`config.mk`:
```
export PLATFORM = sky130hd
export DESIGN_NAME = i2c_device_register_store
export DESIGN_NICKNAME = d
export VERILOG_FILES = /design/src/sv/i2cdrs_pkg.sv /design/src/sv/i2cdrs_ram.sv /design/src/sv/i2cdrs_dev_cell.sv /design/src/sv/i2c_device_register_store.sv
export SDC_FILE = /design/constraint.sdc
export NUM_CORES = 2
export LEC_CHECK = 0
export ABC_CLOCK_PERIOD_IN_PS = 3200
export BUFFER_PORTS_ARGS = -buffer_cell sky130_fd_sc_hd__buf_4
export CORE_AREA = 2 2 419 421
export CTS_CLUSTER_DIAMETER = 60
export DETAILED_ROUTE_END_ITERATION = 7
export DIE_AREA = 0 0 421 423
export PLACE_DENSITY = 0.74
export SYNTH_ARGS = -nofsm -noshare
export SYNTH_HDL_FRONTEND = slang
export SYNTH_SLANG_ARGS = --single-unit
export TNS_END_PERCENT = 50
```
`constraint.sdc`:
```
create_clock -name clk -period 3.2 [get_ports clk]
set_input_delay 0.64 -clock clk [delete_from_list [all_inputs] [get_ports clk]]
set_output_delay 0.64 -clock clk [all_outputs]
set_load 0.005 [all_outputs]
```
`src/sv/i2cdrs_pkg.sv`:
```
// Package for the I2C device register store: command codes, controller states
// and the transaction token that walks the row of device cells.
// No dependencies.
package i2cdrs_pkg;

  localparam int CMD_W = 3;
  localparam int ADDR_W = 7;
  localparam int BYTE_W = 8;
  localparam int IN_TDATA_W = 32;
  localparam int OUT_TDATA_W = 8;
  localparam int ENTRY_W = 2 * BYTE_W;

  typedef enum logic [CMD_W-1:0] {
    CMD_CLEAR   = 3'd0,
    CMD_CLOSE   = 3'd1,
    CMD_SET_PTR = 3'd2,
    CMD_READ    = 3'd3,
    CMD_STORE   = 3'd4
  } cmd_t;

  typedef enum logic [1:0] {
    ST_IDLE,
    ST_CHAIN,
    ST_SCAN,
    ST_FINISH
  } state_t;

  typedef struct packed {
    logic              vld;
    cmd_t              cmd;
    logic [ADDR_W-1:0] dev_addr;
    logic [BYTE_W-1:0] reg_addr;
  } tok_t;

endpackage

```
`src/sv/i2cdrs_ram.sv`:
```
// Generic single-write, single-read RAM with a registered read port.
// No dependencies.
module i2cdrs_ram #(
  parameter int WIDTH = 16,
  parameter int DEPTH = 128,
  parameter int AW = (DEPTH > 1) ? $clog2(DEPTH) : 1
) (
  input  logic             clk,
  input  logic             we,
  input  logic [AW-1:0]    waddr,
  input  logic [WIDTH-1:0] wdata,
  input  logic [AW-1:0]    raddr,
  output logic [WIDTH-1:0] rdata
);

  logic [WIDTH-1:0] mem [DEPTH];
  logic [WIDTH-1:0] rdata_r;

  always_ff @(posedge clk) begin
    if (we) begin
      mem[waddr] <= wdata;
    end
    rdata_r <= mem[raddr];
  end

  assign rdata = rdata_r;

endmodule

```
`src/sv/i2cdrs_dev_cell.sv`:
```
// One device cell: address, valid bit, register pointer and fill count of one
// emulated target. Depends on i2cdrs_pkg; the cells form a row in the top level.
module i2cdrs_dev_cell #(
  parameter int IDX = 0,
  parameter int DEV_W = 3,
  parameter int CNT_W = 5
) (
  input  logic                       clk,
  input  logic                       rst_n,
  input  i2cdrs_pkg::tok_t           tok_i,
  input  logic                       found_i,
  input  logic [DEV_W-1:0]           fidx_i,
  input  logic [i2cdrs_pkg::BYTE_W-1:0] fptr_i,
  input  logic [CNT_W-1:0]           fcnt_i,
  input  logic                       free_i,
  input  logic [DEV_W-1:0]           freeidx_i,
  input  logic                       upd_en,
  input  logic                       upd_alloc,
  input  logic [DEV_W-1:0]           upd_idx,
  input  logic [CNT_W-1:0]           upd_cnt,
  input  logic [i2cdrs_pkg::ADDR_W-1:0] upd_addr,
  output i2cdrs_pkg::tok_t           tok_o,
  output logic                       found_o,
  output logic [DEV_W-1:0]           fidx_o,
  output logic [i2cdrs_pkg::BYTE_W-1:0] fptr_o,
  output logic [CNT_W-1:0]           fcnt_o,
  output logic                       free_o,
  output logic [DEV_W-1:0]           freeidx_o
);
  import i2cdrs_pkg::*;

  logic              valid_r, valid_nxt;
  logic [ADDR_W-1:0] id_r, id_nxt;
  logic [BYTE_W-1:0] ptr_r, ptr_nxt;
  logic [CNT_W-1:0]  cnt_r, cnt_nxt;
  logic              hit_here, free_here;

  tok_t              tok_r;
  logic              found_r, free_r;
  logic [DEV_W-1:0]  fidx_r, freeidx_r;
  logic [BYTE_W-1:0] fptr_r;
  logic [CNT_W-1:0]  fcnt_r;

  assign hit_here = tok_i.vld && valid_r && (id_r == tok_i.dev_addr) && !found_i;
  assign free_here = tok_i.vld && !valid_r && !free_i;

  always_comb begin
    valid_nxt = valid_r;
    id_nxt = id_r;
    ptr_nxt = ptr_r;
    cnt_nxt = cnt_r;
    if (upd_en && (upd_idx == DEV_W'(IDX))) begin
      if (upd_alloc) begin
        valid_nxt = 1'b1;
        id_nxt = upd_addr;
      end
      cnt_nxt = upd_cnt;
    end else if (tok_i.vld) begin
      unique case (tok_i.cmd)
        CMD_CLEAR: begin
          valid_nxt = 1'b0;
          ptr_nxt = '0;
        end
        CMD_CLOSE: begin
          valid_nxt = 1'b0;
        end
        CMD_SET_PTR: begin
          if (hit_here) begin
            ptr_nxt = tok_i.reg_addr;
          end
        end
        default: begin
        end
      endcase
    end
  end

  always_ff @(posedge clk) begin
    if (!rst_n) begin
      valid_r <= 1'b0;
      ptr_r <= '0;
      tok_r <= '0;
    end else begin
      valid_r <= valid_nxt;
      ptr_r <= ptr_nxt;
      tok_r <= tok_i;
    end
  end

  always_ff @(posedge clk) begin
    id_r <= id_nxt;
    cnt_r <= cnt_nxt;
    found_r <= found_i | hit_here;
    fidx_r <= hit_here ? DEV_W'(IDX) : fidx_i;
    fptr_r <= hit_here ? ptr_r : fptr_i;
    fcnt_r <= hit_here ? cnt_r : fcnt_i;
    free_r <= free_i | free_here;
    freeidx_r <= free_here ? DEV_W'(IDX) : freeidx_i;
  end

  assign tok_o = tok_r;
  assign found_o = found_r;
  assign fidx_o = fidx_r;
  assign fptr_o = fptr_r;
  assign fcnt_o = fcnt_r;
  assign free_o = free_r;
  assign freeidx_o = freeidx_r;

endmodule

```
`src/sv/i2c_device_register_store.sv`:
```
// Top level of the I2C device register store: controller, row of device cells
// and the register entry RAM. Depends on i2cdrs_pkg, i2cdrs_dev_cell, i2cdrs_ram.
//
// The block emulates NUM_DEVICES I2C targets, each with up to REGS_PER_DEVICE
// registers. One command transaction enters on the in_ stream and produces
// exactly one result transaction on the out_ stream.
// A command first walks the row of device cells, one cell per cycle, which
// finds the addressed device and the first free device slot. A bus read or a
// back-door store to a known device then scans that device's filled register
// entries in the RAM, one entry per cycle with a registered read.
// One command is in progress at a time; the next is taken as soon as the
// previous one has written its result to the output register.
// A result waiting on a stalled receiver holds out_tdata and out_tuser; the
// block then accepts one more command and holds its result until the first
// one is taken. After reset all devices and registers are empty and the block
// is ready at once.
module i2c_device_register_store #(
  parameter int NUM_DEVICES = 8,
  parameter int REGS_PER_DEVICE = 16
) (
  input  logic                                  clk,
  input  logic                                  rst_n,
  input  logic                                  in_tvalid,
  output logic                                  in_tready,
  // cmd[2:0], dev_addr[9:3], reg_addr[17:10], wr_data[25:18], zero fill.
  input  logic [i2cdrs_pkg::IN_TDATA_W-1:0]     in_tdata,
  output logic                                  out_tvalid,
  input  logic                                  out_tready,
  // read_data[7:0].
  output logic [i2cdrs_pkg::OUT_TDATA_W-1:0]    out_tdata,
  // hit[0].
  output logic                                  out_tuser
);
  import i2cdrs_pkg::*;

  localparam int DEV_W = (NUM_DEVICES > 1) ? $clog2(NUM_DEVICES) : 1;
  localparam int CNT_W = $clog2(REGS_PER_DEVICE + 1);
  localparam int SLOTS = NUM_DEVICES * REGS_PER_DEVICE;
  localparam int SLOT_W = (SLOTS > 1) ? $clog2(SLOTS) : 1;

  tok_t              tok_c     [NUM_DEVICES+1];
  logic              found_c   [NUM_DEVICES+1];
  logic [DEV_W-1:0]  fidx_c    [NUM_DEVICES+1];
  logic [BYTE_W-1:0] fptr_c    [NUM_DEVICES+1];
  logic [CNT_W-1:0]  fcnt_c    [NUM_DEVICES+1];
  logic              free_c    [NUM_DEVICES+1];
  logic [DEV_W-1:0]  freeidx_c [NUM_DEVICES+1];

  state_t            state_r, state_nxt;
  cmd_t              cmd_r;
  logic [ADDR_W-1:0] addr_r;
  logic [BYTE_W-1:0] ra_r, wd_r;
  logic              found_r, free_r;
  logic [DEV_W-1:0]  fidx_r, freeidx_r;
  logic [CNT_W-1:0]  fcnt_r;
  logic [BYTE_W-1:0] key_r;
  logic [SLOT_W-1:0] base_r;
  logic [CNT_W-1:0]  issue_r, cmp_idx_r, match_idx_r;
  logic              cmp_vld_r, match_r;
  logic [BYTE_W-1:0] match_byte_r;
  logic              out_vld_r;
  logic [BYTE_W-1:0] out_data_r;
  logic              out_hit_r;

  logic              in_acc, out_free, chain_done, fin_go;
  logic              scan_hit, scan_end, scan_issue;
  logic [ENTRY_W-1:0] rd_data;
  logic [SLOT_W-1:0] raddr;
  logic              we;
  logic [SLOT_W-1:0] waddr;
  logic              upd_en, upd_alloc;
  logic [DEV_W-1:0]  upd_idx;
  logic [CNT_W-1:0]  upd_cnt;
  logic              res_hit;
  logic [BYTE_W-1:0] res_data;

  assign in_tready = (state_r == ST_IDLE);
  assign in_acc = in_tvalid && in_tready;
  assign out_free = !out_vld_r || out_tready;
  assign chain_done = (state_r == ST_CHAIN) && tok_c[NUM_DEVICES].vld;
  assign fin_go = (state_r == ST_FINISH) && out_free;
  assign upd_idx = found_r ? fidx_r : freeidx_r;

  assign tok_c[0] = '{vld: in_acc, cmd: cmd_t'(in_tdata[2:0]),
                      dev_addr: in_tdata[9:3], reg_addr: in_tdata[17:10]};
  assign found_c[0] = 1'b0;
  assign fidx_c[0] = '0;
  assign fptr_c[0] = '0;
  assign fcnt_c[0] = '0;
  assign free_c[0] = 1'b0;
  assign freeidx_c[0] = '0;

  for (genvar g = 0; g < NUM_DEVICES; g++) begin : g_cell
    i2cdrs_dev_cell #(
      .IDX  (g),
      .DEV_W(DEV_W),
      .CNT_W(CNT_W)
    ) u_cell (
      .clk      (clk),
      .rst_n    (rst_n),
      .tok_i    (tok_c[g]),
      .found_i  (found_c[g]),
      .fidx_i   (fidx_c[g]),
      .fptr_i   (fptr_c[g]),
      .fcnt_i   (fcnt_c[g]),
      .free_i   (free_c[g]),
      .freeidx_i(freeidx_c[g]),
      .upd_en   (upd_en),
      .upd_alloc(upd_alloc),
      .upd_idx  (upd_idx),
      .upd_cnt  (upd_cnt),
      .upd_addr (addr_r),
      .tok_o    (tok_c[g+1]),
      .found_o  (found_c[g+1]),
      .fidx_o   (fidx_c[g+1]),
      .fptr_o   (fptr_c[g+1]),
      .fcnt_o   (fcnt_c[g+1]),
      .free_o   (free_c[g+1]),
      .freeidx_o(freeidx_c[g+1])
    );
  end

  i2cdrs_ram #(
    .WIDTH(ENTRY_W),
    .DEPTH(SLOTS),
    .AW   (SLOT_W)
  ) u_ram (
    .clk  (clk),
    .we   (we),
    .waddr(waddr),
    .wdata({ra_r, wd_r}),
    .raddr(raddr),
    .rdata(rd_data)
  );

  assign scan_hit = cmp_vld_r && (rd_data[ENTRY_W-1:BYTE_W] == key_r);
  assign scan_end = !cmp_vld_r && (issue_r == fcnt_r);
  assign scan_issue = (state_r == ST_SCAN) && !scan_hit && (issue_r != fcnt_r);
  assign raddr = base_r + SLOT_W'(issue_r);

  always_comb begin
    state_nxt = state_r;
    unique case (state_r)
      ST_IDLE: begin
        if (in_acc) begin
          state_nxt = ST_CHAIN;
        end
      end
      ST_CHAIN: begin
        if (chain_done) begin
          if (found_c[NUM_DEVICES] && (cmd_r == CMD_READ || cmd_r == CMD_STORE)) begin
            state_nxt = ST_SCAN;
          end else begin
            state_nxt = ST_FINISH;
          end
        end
      end
      ST_SCAN: begin
        if (scan_hit || scan_end) begin
          state_nxt = ST_FINISH;
        end
      end
      ST_FINISH: begin
        if (out_free) begin
          state_nxt = ST_IDLE;
        end
      end
      default: state_nxt = ST_IDLE;
    endcase
  end

  always_comb begin
    res_hit = 1'b0;
    res_data = '0;
    we = 1'b0;
    waddr = base_r;
    upd_en = 1'b0;
    upd_alloc = 1'b0;
    upd_cnt = fcnt_r + CNT_W'(1);
    unique case (cmd_r)
      CMD_SET_PTR: begin
        res_hit = found_r;
      end
      CMD_READ: begin
        if (match_r) begin
          res_hit = 1'b1;
          res_data = match_byte_r;
        end
      end
      CMD_STORE: begin
        if (found_r) begin
          if (match_r) begin
            res_hit = 1'b1;
            we = fin_go;
            waddr = base_r + SLOT_W'(match_idx_r);
          end else if (fcnt_r != CNT_W'(REGS_PER_DEVICE)) begin
            res_hit = 1'b1;
            we = fin_go;
            waddr = base_r + SLOT_W'(fcnt_r);
            upd_en = fin_go;
          end
        end else if (free_r) begin
          res_hit = 1'b1;
          we = fin_go;
          upd_en = fin_go;
          upd_alloc = 1'b1;
          upd_cnt = CNT_W'(1);
        end
      end
      default: begin
      end
    endcase
  end

  always_ff @(posedge clk) begin
    if (!rst_n) begin
      state_r <= ST_IDLE;
      out_vld_r <= 1'b0;
    end else begin
      state_r <= state_nxt;
      if (fin_go) begin
        out_vld_r <= 1'b1;
      end else if (out_tready) begin
        out_vld_r <= 1'b0;
      end
    end
  end

  always_ff @(posedge clk) begin
    if (in_acc) begin
      cmd_r <= cmd_t'(in_tdata[2:0]);
      addr_r <= in_tdata[9:3];
      ra_r <= in_tdata[17:10];
      wd_r <= in_tdata[25:18];
    end
    if (chain_done) begin
      found_r <= found_c[NUM_DEVICES];
      fidx_r <= fidx_c[NUM_DEVICES];
      fcnt_r <= fcnt_c[NUM_DEVICES];
      free_r <= free_c[NUM_DEVICES];
      freeidx_r <= freeidx_c[NUM_DEVICES];
      key_r <= (cmd_r == CMD_READ) ? fptr_c[NUM_DEVICES] : ra_r;
      base_r <= found_c[NUM_DEVICES]
              ? SLOT_W'(fidx_c[NUM_DEVICES]) * SLOT_W'(REGS_PER_DEVICE)
              : SLOT_W'(freeidx_c[NUM_DEVICES]) * SLOT_W'(REGS_PER_DEVICE);
      issue_r <= '0;
      cmp_vld_r <= 1'b0;
      match_r <= 1'b0;
    end else if (state_r == ST_SCAN) begin
      cmp_vld_r <= scan_issue;
      cmp_idx_r <= issue_r;
      if (scan_issue) begin
        issue_r <= issue_r + CNT_W'(1);
      end
      if (scan_hit) begin
        match_r <= 1'b1;
        match_idx_r <= cmp_idx_r;
        match_byte_r <= rd_data[BYTE_W-1:0];
      end
    end
    if (fin_go) begin
      out_data_r <= res_data;
      out_hit_r <= res_hit;
    end
  end

  assign out_tvalid = out_vld_r;
  assign out_tdata = out_data_r;
  assign out_tuser = out_hit_r;

endmodule

```
==> out/qor.csv <==
stage,metric,value,unit
outcome,status,completed,
finish,fin area,0.114,sq mm
logic_synthesis,synthesis-stage register bit count,2607,
sta,Max Slew Vio Count,0,
logic_synthesis,Post-Syn Area per Cell,19.1,sq um
worst_setup_path,CP required,4020,ps
power_and_ir_drop,Worst VDD drop,758,uV
cts,Clock Tree Buf Depth,4,
die,die width,421,um
sta,count of final hold-check violations,0,
route,post-route antenna net violation count,0,
logic_synthesis,Mapped Nets,5217,
finish,layout cell share with drive strength beyond 1,25.8,%
die,row cnt,153,
cts,TritonCTS Buffers,275,
logic_synthesis,Yosys cell types,82,
route,DR vias/cell,6.24,
sta,Highest Clock Rate,0.315,GHz
global_routing,total congestion overflow,0,
place,dpl cell area,0.106,sq mm
logic_synthesis,Gate Count Post-Synth,5167,
cts,worst-skew pair later-pin latency,910,ps
global_routing,GRT Resource Usage Total,26.9,%
finish,final net count,5778,
logic_synthesis,Post-Syn Area,0.0985,sq mm
die,Die Ht,423,um
global_routing,initial antenna violation count,8,
die,die footprint,0.178,sq mm
finish,Multi-input gate area,0.0223,sq mm
route,met1 wire length,90000,um
finish,Final Util,65.9,%
place,# port buffers,40,
cts,clk root buf,clkbuf_16,
route,drt wl/cell,29.3,um
finish,# fillers,11000,
route,WL met3,24500,um
die,Core ar.,0.173,sq mm
sta,unrepaired setup endpoints after global routing,true,
sta,Setup-failing EPs final,0,
worst_setup_path,CP Class,register to register,
global_routing,first-pass GRT wire length,348000,um
route,drt first pass iters,8,
power_and_ir_drop,power per cell area,789,mW/mm^2
die,Starting Density,56.8,%
logic_synthesis,Post-synth ARST share,0,%
die,# IOs,47,
sta,Final TNS setup,0,ps
worst_setup_path,Worst setup EP type,register,
finish,most frequent cells in the layout,"2,221 x edfxtp_1, 403 x mux4_2, 388 x buf_4, 382 x dfxtp_1, 328 x mux2i_1",
logic_synthesis,Post-synth EDFFs,2221,
sta,clock skew,64.6,ps
route,via count,51400,
global_routing,pin count of the biggest net entering global routing,130,
cts,clk sink count,2607,
logic_synthesis,Synth top area share,67.7,%
sta,Final period util,99.3,%
logic_synthesis,leading area contributor after synthesis,edfxtp_1,
sta,measured slew at the worst slew-check pin,1190,ps
place,Post-Place Cells,7750,
route,# DRC,0,
cts,H-tree depth,5,
worst_hold_path,hold crit path type,input port to register,
worst_setup_path,CP max FO,11,
route,top sig layer,met5,
route,initial DRC count,6553,
logic_synthesis,YS warnings,0,
route,met2 WL post-DR,114000,um
finish,"most common cell after layout, fill and taps aside",edfxtp_1,
cts,CTS tree,done,
power_and_ir_drop,total power,90.2,mW
cts,"Clk pin slew, worst setup/hold paths",60,ps
place,GPL Wtd Cong,0.955,
sta,min cycle time layout,3180,ps
logic_synthesis,synth top area cells,"edfxtp_1 68%, mux4_2 9.2%, dfxtp_1 7.8%, mux2i_1 3.3%, mux2_2 1.5%",
finish,register area,0.0744,sq mm
logic_synthesis,"Top FF cell, synth",edfxtp_1,
finish,Final Instance Count excl. Fillers,8240,
global_routing,number of global-route vias before repair,51300,
flow_run,max-cap violations,0,
sta,Slew HR,20.9,%
finish,Syn-to-layout area delta,16.0,%
route,WL final,241000,um
worst_setup_path,Critical Path AT,3990,ps
logic_synthesis,sequential fraction of the synthesis area,75.6,%
worst_setup_path,type of origin of the critical path,register,
place,DP HPWL,146000,um
power_and_ir_drop,Lkg Pwr,37.9,nW
[report_power, final]
| group | leakage (nW) | internal (mW) | switching, mW |
|---|---|---|---|
| Combinational | 10.7 | 8.88 | 12.0 |
| Sequential | 23.1 | 38.7 | 0.721 |
| Clock | 4.11 | 17.6 | 12.4 |
| Total | 37.9 | 65.2 | 25.0 |
[state kept, by name (all words and copies together) (netlist names), 7 cells and up]
name / count
key_r: 8
g_cell.u_cell.freeidx_o: 17
g_cell.u_cell.fcnt_o: 40
g_cell.u_cell.free_o: 8
g_cell.u_cell.id_r: 56
g_cell.u_cell.tok_o: 134
wd_r: 8
g_cell.u_cell.cnt_r: 40
u_ram.rdata: 16
g_cell.u_cell.fptr_o: 64
g_cell.u_cell.fidx_o: 17
match_byte_r: 8
g_cell.u_cell.valid_r: 8
out_tdata: 8
u_ram.mem: 2048
g_cell.u_cell.ptr_r: 64
addr_r: 7
g_cell.u_cell.found_o: 8
ra_r: 8
[layer usage]
layer | up-vias | track usage (%)
met5 | - | 0
met4 | 6 | 13.3
met3 | 596 | 5.76
met2 | 2803 | 42.1
met1 | 26400 | 36.2
li1 | 21600 | -
[final timing paths]
kind	startpoint	slack, ps	depth (start not counted)	endpoint
max	base_r[4]	20	11	u_ram.rdata[2]
min	out_tready	160	3	out_tvalid
max reg2reg	base_r[4]	20	11	u_ram.rdata[2]
min reg2reg	g_cell[7].u_cell.fcnt_o[0]	380	0	fcnt_r[0]
[through the flow]
| stage | setup WS, ps | hold WS [ps] |
|---|---|---|
| 3_5_place_dp | -190 | 389 |
| 4_1_cts | 44.5 | 84.0 |
| 3_3_place_gp | -207 | 389 |
| 2_1_floorplan | 91.2 | 383 |
| 6_report | 23.2 | 156 |
| 5_1_grt | -12.7 | 107 |
[synth_stat cells (all sizes together), types with 37 or more instances]
master,instances
o21ai,57
or2,60
a22oi,72
nor2b,37
edfxtp,2221
nor2,214
dfxtp,386
xnor2,44
clkbuf,100
and2,124
buf,171
a21oi,101
mux4,408
nand2,215
inv,58
mux2,135
mux2i,328
[cell families after synthesis]
logic type	count (synthesis)	synth area share [%]
mux	871	14.2
simple gates	787	4.02
flops	2607	75.6
xor+xnor	78	0.694
fa+ha+maj	14	0.178
buf+inv	329	1.86
compound gates	481	3.44
[final cells by class]
cell class,count,area share [%]
sequential,2607,65.1
timing repair buffer,555,5.25
clock inverter,104,0.771
tap,2325,2.55
multi-input combinational,2231,19.5
antenna,1,0.00219
clock buffer,359,6.57
inverter,58,0.191
[worst max-delay path: stages, from the launching register on]
cell and delay (ps):
edfxtp_1 510, ha_4 210, ha_2 440, buf_4 290, nand2b_1 130, buf_4 200, nor2_1 310, a311oi_1 110
buf_4 170, a221oi_1 290, buf_4 230, o32a_1 160
[timing repair]
action,4_1_cts,5_1_grt
hold buffers,26,0
buffers inserted,0,0
resized for setup,1,6
endpoints found under the setup margin,512,90
endpoints found under the hold margin,44,0
Note: power is estimated with default switching activity, not from simulation.
